===== config.mk =====
export PLATFORM = sky130hd
export DESIGN_NAME = nps_controller
export DESIGN_NICKNAME = d
export VERILOG_FILES = /design/src/design/nps_pkg.sv /design/src/design/nps_controller.sv
export SDC_FILE = /design/constraint.sdc
export NUM_CORES = 1
export LEC_CHECK = 0
export ABC_AREA = 1
export BUFFER_PORTS_ARGS = -buffer_cell sky130_fd_sc_hd__buf_2
export CAP_MARGIN = 15
export CORE_ASPECT_RATIO = 0.8
export CORE_MARGIN = 2
export CORE_UTILIZATION = 41
export CTS_CLUSTER_DIAMETER = 80
export DETAILED_ROUTE_END_ITERATION = 8
export REMOVE_ABC_BUFFERS = 1
export SETUP_SLACK_MARGIN = 0.5
export SLEW_MARGIN = 20
export SYNTH_ARGS = -nofsm -noshare
export SYNTH_HDL_FRONTEND = slang
export SYNTH_SLANG_ARGS = --single-unit

===== constraint.sdc =====
create_clock -name aclk -period 2.7 [get_ports aclk]
set_clock_uncertainty 0.2 [all_clocks]
set_input_delay 0.405 -clock aclk [delete_from_list [all_inputs] [get_ports aclk]]
set_output_delay 0.405 -clock aclk [all_outputs]
set_load 0.02 [all_outputs]

===== src/design/nps_pkg.sv =====
// Shared types, constants and codes for the nearest polyline segment finder.
package nps_pkg;

    // Default table depth.
    localparam int MAX_WAYPOINTS_DEF = 64;

    // Field widths fixed by the interface.
    localparam int COORD_W     = 32;
    localparam int ENTRY_W     = 6;
    localparam int OUT_IDX_W   = 6;
    localparam int FRAC_W      = 17;
    localparam int COUNT_W     = 7;
    localparam int CFG_DATA_W  = 7;
    localparam int CFG_INDEX_W = 1;

    // Datapath widths.
    localparam int DIFF_W = 33;   // coordinate difference
    localparam int MUL_W  = 34;   // shared signed multiplier operand
    localparam int ACC_W  = 68;   // product, squared length and dot product
    localparam int DK_W   = 51;   // scaled offset from the projected point
    localparam int MAG_W  = 50;   // magnitude of that offset
    localparam int HALF_W = 25;   // half of the magnitude for partial products
    localparam int DIST_W = 104;  // squared distance
    localparam int DIV_STEPS = 16;

    localparam logic [FRAC_W-1:0] FRAC_ONE  = 17'd65536;
    localparam logic [FRAC_W-1:0] FRAC_HALF = 17'd32768;

    // Request function codes.
    localparam logic FUNC_STORE = 1'b0;
    localparam logic FUNC_QUERY = 1'b1;

    // Configuration register indexes.
    localparam logic [CFG_INDEX_W-1:0] CFG_WAYPOINT_COUNT = 1'd0;
    localparam logic [CFG_INDEX_W-1:0] CFG_PATH_LOOPS     = 1'd1;

    typedef struct packed {
        logic                      func;
        logic [ENTRY_W-1:0]        entry_index;
        logic signed [COORD_W-1:0] coord_east;
        logic signed [COORD_W-1:0] coord_north;
        logic signed [COORD_W-1:0] coord_up;
    } nps_in_t;

    typedef struct packed {
        logic [OUT_IDX_W-1:0] nearest_waypoint;
        logic [OUT_IDX_W-1:0] segment_end;
        logic [FRAC_W-1:0]    along_fraction;
        logic                 too_short;
    } nps_out_t;

    typedef enum logic [4:0] {
        ST_IDLE, ST_READ, ST_LATCH, ST_DIFF, ST_SS_MUL, ST_SS_ACC,
        ST_DOT_MUL, ST_DOT_ACC, ST_FRAC, ST_DIV, ST_TS_MUL, ST_MAG,
        ST_SQ_MUL, ST_SQ_ACC, ST_CMP, ST_NEXT, ST_DONE
    } nps_state_t;

    typedef enum logic [4:0] {
        OP_NOP, OP_LOAD_POS, OP_LATCH_FIRST, OP_LATCH_NEXT, OP_LATCH_CLOSE,
        OP_DIFF, OP_MUL_SS, OP_ACC_SS, OP_MUL_DOT, OP_ACC_DOT, OP_FRAC_INIT,
        OP_DIV_STEP, OP_MUL_TS, OP_MAG, OP_MUL_SQ, OP_ACC_SQ, OP_COMPARE,
        OP_FINISH
    } nps_op_t;

    typedef struct packed {
        nps_op_t    op;
        logic [1:0] comp;
        logic [1:0] part;
        logic       too_short;
    } nps_cmd_t;

    typedef struct packed {
        logic zero_len;
        logic frac_direct;
        logic out_free;
    } nps_status_t;

endpackage


===== src/design/nps_controller.sv =====
// Controller: configuration registers and the segment walk state machine.
module nps_controller
    import nps_pkg::*;
#(
    parameter int MAX_WAYPOINTS = MAX_WAYPOINTS_DEF
) (
    input  logic                             aclk,
    input  logic                             aresetn,
    input  logic                             cfg_we,
    input  logic [CFG_INDEX_W-1:0]           cfg_index,
    input  logic [CFG_DATA_W-1:0]            cfg_wdata,
    input  logic                             s_valid,
    input  logic                             s_func,
    output logic                             s_ready,
    input  nps_status_t                      status,
    output nps_cmd_t                         cmd,
    output logic [$clog2(MAX_WAYPOINTS)-1:0] rd_addr,
    output logic [$clog2(MAX_WAYPOINTS)-1:0] seg_start,
    output logic [$clog2(MAX_WAYPOINTS)-1:0] seg_end
);

    localparam int IW = $clog2(MAX_WAYPOINTS);
    localparam int CW = $clog2(MAX_WAYPOINTS + 1);

    nps_state_t           state_reg, state_next;
    logic [COUNT_W-1:0]   count_reg;
    logic                 loops_reg;
    logic [IW-1:0]        idx_reg, idx_next;
    logic [1:0]           comp_reg, comp_next;
    logic [1:0]           part_reg, part_next;
    logic [3:0]           div_cnt_reg, div_cnt_next;
    logic                 closing_reg, closing_next;
    logic                 short_reg, short_next;
    logic [CW-1:0]        n_cl;
    logic                 more_segs;
    logic                 query_acc;

    // Waypoint count clamped to the table depth.
    assign n_cl = (32'(count_reg) > 32'(MAX_WAYPOINTS)) ? CW'(MAX_WAYPOINTS)
                                                         : CW'(count_reg);
    assign more_segs = (CW'(idx_reg) + CW'(1)) < n_cl;
    assign query_acc = s_valid && s_ready && (s_func == FUNC_QUERY);

    assign s_ready   = (state_reg == ST_IDLE);
    assign rd_addr   = idx_reg;
    assign seg_start = closing_reg ? idx_reg : idx_reg - IW'(1);
    assign seg_end   = closing_reg ? '0 : idx_reg;

    // Configuration registers.
    always_ff @(posedge aclk) begin
        if (!aresetn) begin
            count_reg <= '0;
            loops_reg <= 1'b0;
        end else if (cfg_we) begin
            unique case (cfg_index)
                CFG_WAYPOINT_COUNT: count_reg <= cfg_wdata[COUNT_W-1:0];
                CFG_PATH_LOOPS:     loops_reg <= cfg_wdata[0];
                default: begin
                end
            endcase
        end
    end

    // Next state.
    always_comb begin
        state_next = state_reg;
        unique case (state_reg)
            ST_IDLE:    if (query_acc) begin
                            state_next = (n_cl < CW'(2)) ? ST_DONE : ST_READ;
                        end
            ST_READ:    state_next = ST_LATCH;
            ST_LATCH:   state_next = (idx_reg == '0) ? ST_READ : ST_DIFF;
            ST_DIFF:    state_next = ST_SS_MUL;
            ST_SS_MUL:  state_next = status.zero_len ? ST_NEXT : ST_SS_ACC;
            ST_SS_ACC:  state_next = (comp_reg == 2'd2) ? ST_DOT_MUL : ST_SS_MUL;
            ST_DOT_MUL: state_next = ST_DOT_ACC;
            ST_DOT_ACC: state_next = (comp_reg == 2'd2) ? ST_FRAC : ST_DOT_MUL;
            ST_FRAC:    state_next = status.frac_direct ? ST_TS_MUL : ST_DIV;
            ST_DIV:     state_next = (div_cnt_reg == 4'(DIV_STEPS - 1)) ? ST_TS_MUL
                                                                        : ST_DIV;
            ST_TS_MUL:  state_next = ST_MAG;
            ST_MAG:     state_next = ST_SQ_MUL;
            ST_SQ_MUL:  state_next = ST_SQ_ACC;
            ST_SQ_ACC:  begin
                            if (part_reg != 2'd2) begin
                                state_next = ST_SQ_MUL;
                            end else if (comp_reg == 2'd2) begin
                                state_next = ST_CMP;
                            end else begin
                                state_next = ST_TS_MUL;
                            end
                        end
            ST_CMP:     state_next = ST_NEXT;
            ST_NEXT:    begin
                            if (closing_reg) begin
                                state_next = ST_DONE;
                            end else if (more_segs) begin
                                state_next = ST_READ;
                            end else if (loops_reg) begin
                                state_next = ST_DIFF;
                            end else begin
                                state_next = ST_DONE;
                            end
                        end
            ST_DONE:    if (status.out_free) begin
                            state_next = ST_IDLE;
                        end
            default:    state_next = ST_IDLE;
        endcase
    end

    // Commands to the datapath.
    always_comb begin
        cmd.op        = OP_NOP;
        cmd.comp      = comp_reg;
        cmd.part      = part_reg;
        cmd.too_short = short_reg;
        unique case (state_reg)
            ST_IDLE:    if (query_acc) cmd.op = OP_LOAD_POS;
            ST_LATCH:   cmd.op = (idx_reg == '0) ? OP_LATCH_FIRST : OP_LATCH_NEXT;
            ST_DIFF:    cmd.op = OP_DIFF;
            ST_SS_MUL:  cmd.op = OP_MUL_SS;
            ST_SS_ACC:  cmd.op = OP_ACC_SS;
            ST_DOT_MUL: cmd.op = OP_MUL_DOT;
            ST_DOT_ACC: cmd.op = OP_ACC_DOT;
            ST_FRAC:    cmd.op = OP_FRAC_INIT;
            ST_DIV:     cmd.op = OP_DIV_STEP;
            ST_TS_MUL:  cmd.op = OP_MUL_TS;
            ST_MAG:     cmd.op = OP_MAG;
            ST_SQ_MUL:  cmd.op = OP_MUL_SQ;
            ST_SQ_ACC:  cmd.op = OP_ACC_SQ;
            ST_CMP:     cmd.op = OP_COMPARE;
            ST_NEXT:    if (!closing_reg && !more_segs && loops_reg) begin
                            cmd.op = OP_LATCH_CLOSE;
                        end
            ST_DONE:    if (status.out_free) cmd.op = OP_FINISH;
            default:    cmd.op = OP_NOP;
        endcase
    end

    // Counters for waypoint, component, partial product and divider step, and the closing and short flags.
    always_comb begin
        idx_next     = idx_reg;
        comp_next    = comp_reg;
        part_next    = part_reg;
        div_cnt_next = div_cnt_reg;
        closing_next = closing_reg;
        short_next   = short_reg;
        case (state_reg) inside
            ST_IDLE: begin
                if (query_acc) begin
                    idx_next     = '0;
                    closing_next = 1'b0;
                    short_next   = n_cl < CW'(2);
                end
            end
            ST_LATCH: begin
                if (idx_reg == '0) idx_next = IW'(1);
            end
            ST_DIFF: begin
                comp_next = '0;
                part_next = '0;
            end
            ST_SS_ACC, ST_DOT_ACC: begin
                comp_next = (comp_reg == 2'd2) ? 2'd0 : comp_reg + 2'd1;
            end
            ST_FRAC: begin
                div_cnt_next = '0;
            end
            ST_DIV: begin
                div_cnt_next = div_cnt_reg + 4'd1;
            end
            ST_SQ_ACC: begin
                if (part_reg == 2'd2) begin
                    part_next = '0;
                    comp_next = comp_reg + 2'd1;
                end else begin
                    part_next = part_reg + 2'd1;
                end
            end
            ST_NEXT: begin
                if (!closing_reg && more_segs) begin
                    idx_next = idx_reg + IW'(1);
                end else if (!closing_reg && loops_reg) begin
                    closing_next = 1'b1;
                end
            end
            default: begin
            end
        endcase
    end

    // State and counter registers.
    always_ff @(posedge aclk) begin
        if (!aresetn) begin
            state_reg   <= ST_IDLE;
            idx_reg     <= '0;
            comp_reg    <= '0;
            part_reg    <= '0;
            div_cnt_reg <= '0;
            closing_reg <= 1'b0;
            short_reg   <= 1'b0;
        end else begin
            state_reg   <= state_next;
            idx_reg     <= idx_next;
            comp_reg    <= comp_next;
            part_reg    <= part_next;
            div_cnt_reg <= div_cnt_next;
            closing_reg <= closing_next;
            short_reg   <= short_next;
        end
    end

    // A query request always starts a walk; a finished result returns to idle.
    a_query_starts: assert property (@(posedge aclk) disable iff (!aresetn)
        query_acc |=> (state_reg != ST_IDLE))
        else $error("query request did not start a walk");
    a_done_leaves: assert property (@(posedge aclk) disable iff (!aresetn)
        (state_reg == ST_DONE && status.out_free) |=> (state_reg == ST_IDLE))
        else $error("finished query did not return to idle");

endmodule


==> reports/results.ini <==
[synth]
yosys_register_bits = 29
yosysWarnings = 0
post_synth_arst_share = 0
postSynth.topFlopCell = sky130_fd_sc_hd__dfxtp_1
syn-instance-count = 338
syn_area_mm2 = 0.00207
avgSynthCellArea_um2 = 6.13
ys_types = 29
synth_sequential_area_ratio = 0.280
synth_edf_count = 0

[setup_path]
critical_path_required_ps = 2100
critical_path.endpoint_type = primary output
r2r.worst_path.cells = 19
worst_reg2reg_path_endpoint = rd_addr[1]
crit-reg2reg-launch = count_reg[1]
worst_setup_path_start_kind = flip-flop
crit_fanout = 2
worst_ep_arrival_time_ps = 2290
regToRegSetupSlack_ps = -180
critical_setup_path_class = flip-flop to primary output

[run_status]
outcome = finished, violations left
violated_checks = setup timing

[routing]
antenna_violating_nets_post_route = 0
avgViaCountPerCell = 5.09
drcViolationCount = 0
wirelength_mm = 6.39
detailedRoute.firstPassIterationCount = 4
drt_iter0_markers = 119
avgRoutedWirePerCell_um = 13.7
vias = 2377

[die]
initial_utilization = 0.419
chipHeight_um = 67.6
number_of_core_rows = 23
floorplan.die.width_um = 83.5
fp.dieArea_mm2 = 0.00564
core_footprint_mm2 = 0.00495
design.portCount = 45

[pwr]
seq_power_share = 0.210
p_leak_nw = 1.46
power.net_switching_w = 0.00136
portion_of_total_power_attributed_to_combinational_logic = 0.620
power.internal_w = 0.00150
power_density_mw_per_mm2 = 954
switching_share = 0.476
vdd_drop_max_mv = 0.639
pwr-share-clk = 0.170

[sta]
clock.fmax_mhz = 346
worst_pin_slew_ps = 693
final_report_hold_violation_count = 0
worst_slew_margin_rel = 0.537
finalSetupViolCount = 7
final_period_minus_worst_setup_slack_ps = 2890
fin_ws_ps = -190
unrepaired_setup_endpoints_after_global_routing = true
layout_worst_path_cycle_share = 1.07
final_max_slew_viol_count = 0

[global_routing]
antenna_found_initial = 0
grt_pass1_vias = 2084
grt_first_pass_wirelength_mm = 9.82
overflow = 0
grt_max_degree = 24
grt_use_total = 0.217

[worst_hold_path]
hold_end = count_reg[3]
timing.hold.worst_path_depth = 3
hold_class = input pin to flip-flop
hold_start = cfg_wdata[3]

[cts]
cts_root_cell = sky130_fd_sc_hd__clkbuf_8
cts_made_buffers = 5
cts-hold-fix-buffers = 0
max-clock-path-buffers = 2
clk_transition_reported_paths_ps = 70
tritoncts_num_sinks = 29
cts.htree.levels = 2
insertion_delay_ps = 280
tritoncts_clock_tree = done

[finish]
layout-drive-gt1-share = 0.385
multi_input_combinational_cell_area_mm2 = 0.00157
count_of_antenna_diodes_in_the_layout = 0
layout.filler_cells = 482
seq_area_um2 = 612
finish.instance_area_mm2 = 0.00300
layout.core_utilization = 0.605
area_growth_pct = 44.6
largest_register_ff_count = 7
design.final.nets = 431

[place]
placement.cell_area_mm2 = 0.00237
numPortBuffers = 44
placer_congestion = 0.859
place_hpwl_mm = 4.37

[flow_run]
max_cap_violations = 0

synthesized netlist by cell type, types with 4 or more instances:
cell	n	area (µm²)
sky130_fd_sc_hd__xor2_1	7	61.3
sky130_fd_sc_hd__ha_1	11	138
sky130_fd_sc_hd__o21ai_0	18	90.1
sky130_fd_sc_hd__nor2_2	4	25.0
sky130_fd_sc_hd__buf_2	4	20.0
sky130_fd_sc_hd__nor3_1	14	70.1
sky130_fd_sc_hd__nand3_1	23	115
sky130_fd_sc_hd__nor2_1	63	236
sky130_fd_sc_hd__inv_1	41	154
sky130_fd_sc_hd__a21oi_1	18	90.1
sky130_fd_sc_hd__nand2_1	74	278
sky130_fd_sc_hd__dfxtp_1	29	581
sky130_fd_sc_hd__nand4_1	8	50.1
power by group through the flow:
stage,Clock [W],Combinational (W),Sequential [W]
after floorplan,0,0.000863,0.000595
after CTS,0.000487,0.00151,0.000575
after global placement,0,0.00127,0.000555
final,0.000485,0.00177,0.000600
after detailed placement,0,0.00128,0.000557
after global routing,0.000509,0.00192,0.000608
how the worst max path moves through the flow:
stage / start / slack [ps] / endpoint
finish: count_reg[1] / -190 / cmd[7]
global route: count_reg[3] / -320 / rd_addr[1]
CTS: count_reg[1] / -80 / cmd[7]
detailed placement: rd_addr[0] / 50 / cmd[7]
global placement: rd_addr[1] / 110 / cmd[7]
floorplan: rd_addr[3] / 160 / cmd[7]
cells in the final DEF (no fill, tap or decap), types with 9 or more instances in the layout:
| cell type | n |
|---|---|
| sky130_fd_sc_hd__nand3_2 | 10 |
| sky130_fd_sc_hd__nor2_2 | 9 |
| sky130_fd_sc_hd__dfxtp_1 | 18 |
| sky130_fd_sc_hd__o21ai_0 | 17 |
| sky130_fd_sc_hd__buf_6 | 10 |
| sky130_fd_sc_hd__nor3_1 | 10 |
| sky130_fd_sc_hd__buf_4 | 16 |
| sky130_fd_sc_hd__nand2_1 | 66 |
| sky130_fd_sc_hd__inv_1 | 31 |
| sky130_fd_sc_hd__buf_2 | 39 |
| sky130_fd_sc_hd__inv_2 | 9 |
| sky130_fd_sc_hd__a21oi_1 | 12 |
| sky130_fd_sc_hd__ha_1 | 9 |
| sky130_fd_sc_hd__nand3_1 | 10 |
| sky130_fd_sc_hd__nor2_1 | 53 |
repair_timing:
action | CTS | global route
endpoints found under the setup margin | 18 | 16
pin swaps | 6 | 27
gates resized for setup | 51 | 63
gates cloned | 1 | 0
buffers inserted | 9 | 6
metal layers:
layer	track usage	vias up	routed length [µm]
met4	0.0524	0	80
li1	-	1239	-
met1	0.305	1053	3170
met5	0	-	0
met2	0.335	76	2720
met3	0.0538	9	418
critical path: stages (launching register included):
cell and delay, ps:
sky130_fd_sc_hd__dfxtp_2 320, sky130_fd_sc_hd__nor2_1 110, sky130_fd_sc_hd__nand2_1 100, sky130_fd_sc_hd__o41ai_2 250, sky130_fd_sc_hd__nand2_1 160, sky130_fd_sc_hd__ha_4 300, sky130_fd_sc_hd__nand2_1 50, sky130_fd_sc_hd__inv_1 40
sky130_fd_sc_hd__nand2_1 50, sky130_fd_sc_hd__nand2_1 100, sky130_fd_sc_hd__nand2_2 80, sky130_fd_sc_hd__nand3_2 80, sky130_fd_sc_hd__nand4_1 140, sky130_fd_sc_hd__nand2_1 120, sky130_fd_sc_hd__buf_6 120
logic make-up after synthesis:
| kind of cell | Yosys count | synth area share |
|---|---|---|
| XOR/XNOR | 7 | 0.0296 |
| adder cells (fa/ha/maj) | 11 | 0.0664 |
| AND/OR/NAND/NOR | 192 | 0.394 |
| buffers and inverters | 53 | 0.106 |
| AO/OA/AOI/OAI | 46 | 0.124 |
| flip-flops | 29 | 0.280 |
metrics by stage:
stage               instances  setup TNS [ps]  setup slack, ps  hold WS, ps  total power (W)
floorplan                 330               0              163          244          0.00146
global placement          443               0              115          284          0.00183
detailed placement        443               0             49.3          286          0.00184
CTS                       461            -380            -81.8          139          0.00257
global route              467           -2040             -317          147          0.00304
finish                    467           -1060             -190          141          0.00286
cell type report:
type | count | share of cell area
inverter | 45 | 0.0597
clock buffer | 6 | 0.0276
clock inverter | 2 | 0.0125
multi-input combinational | 257 | 0.522
sequential | 29 | 0.204
tap | 62 | 0.0259
timing repair buffer | 66 | 0.148
Power figures use the tool's default switching activity.
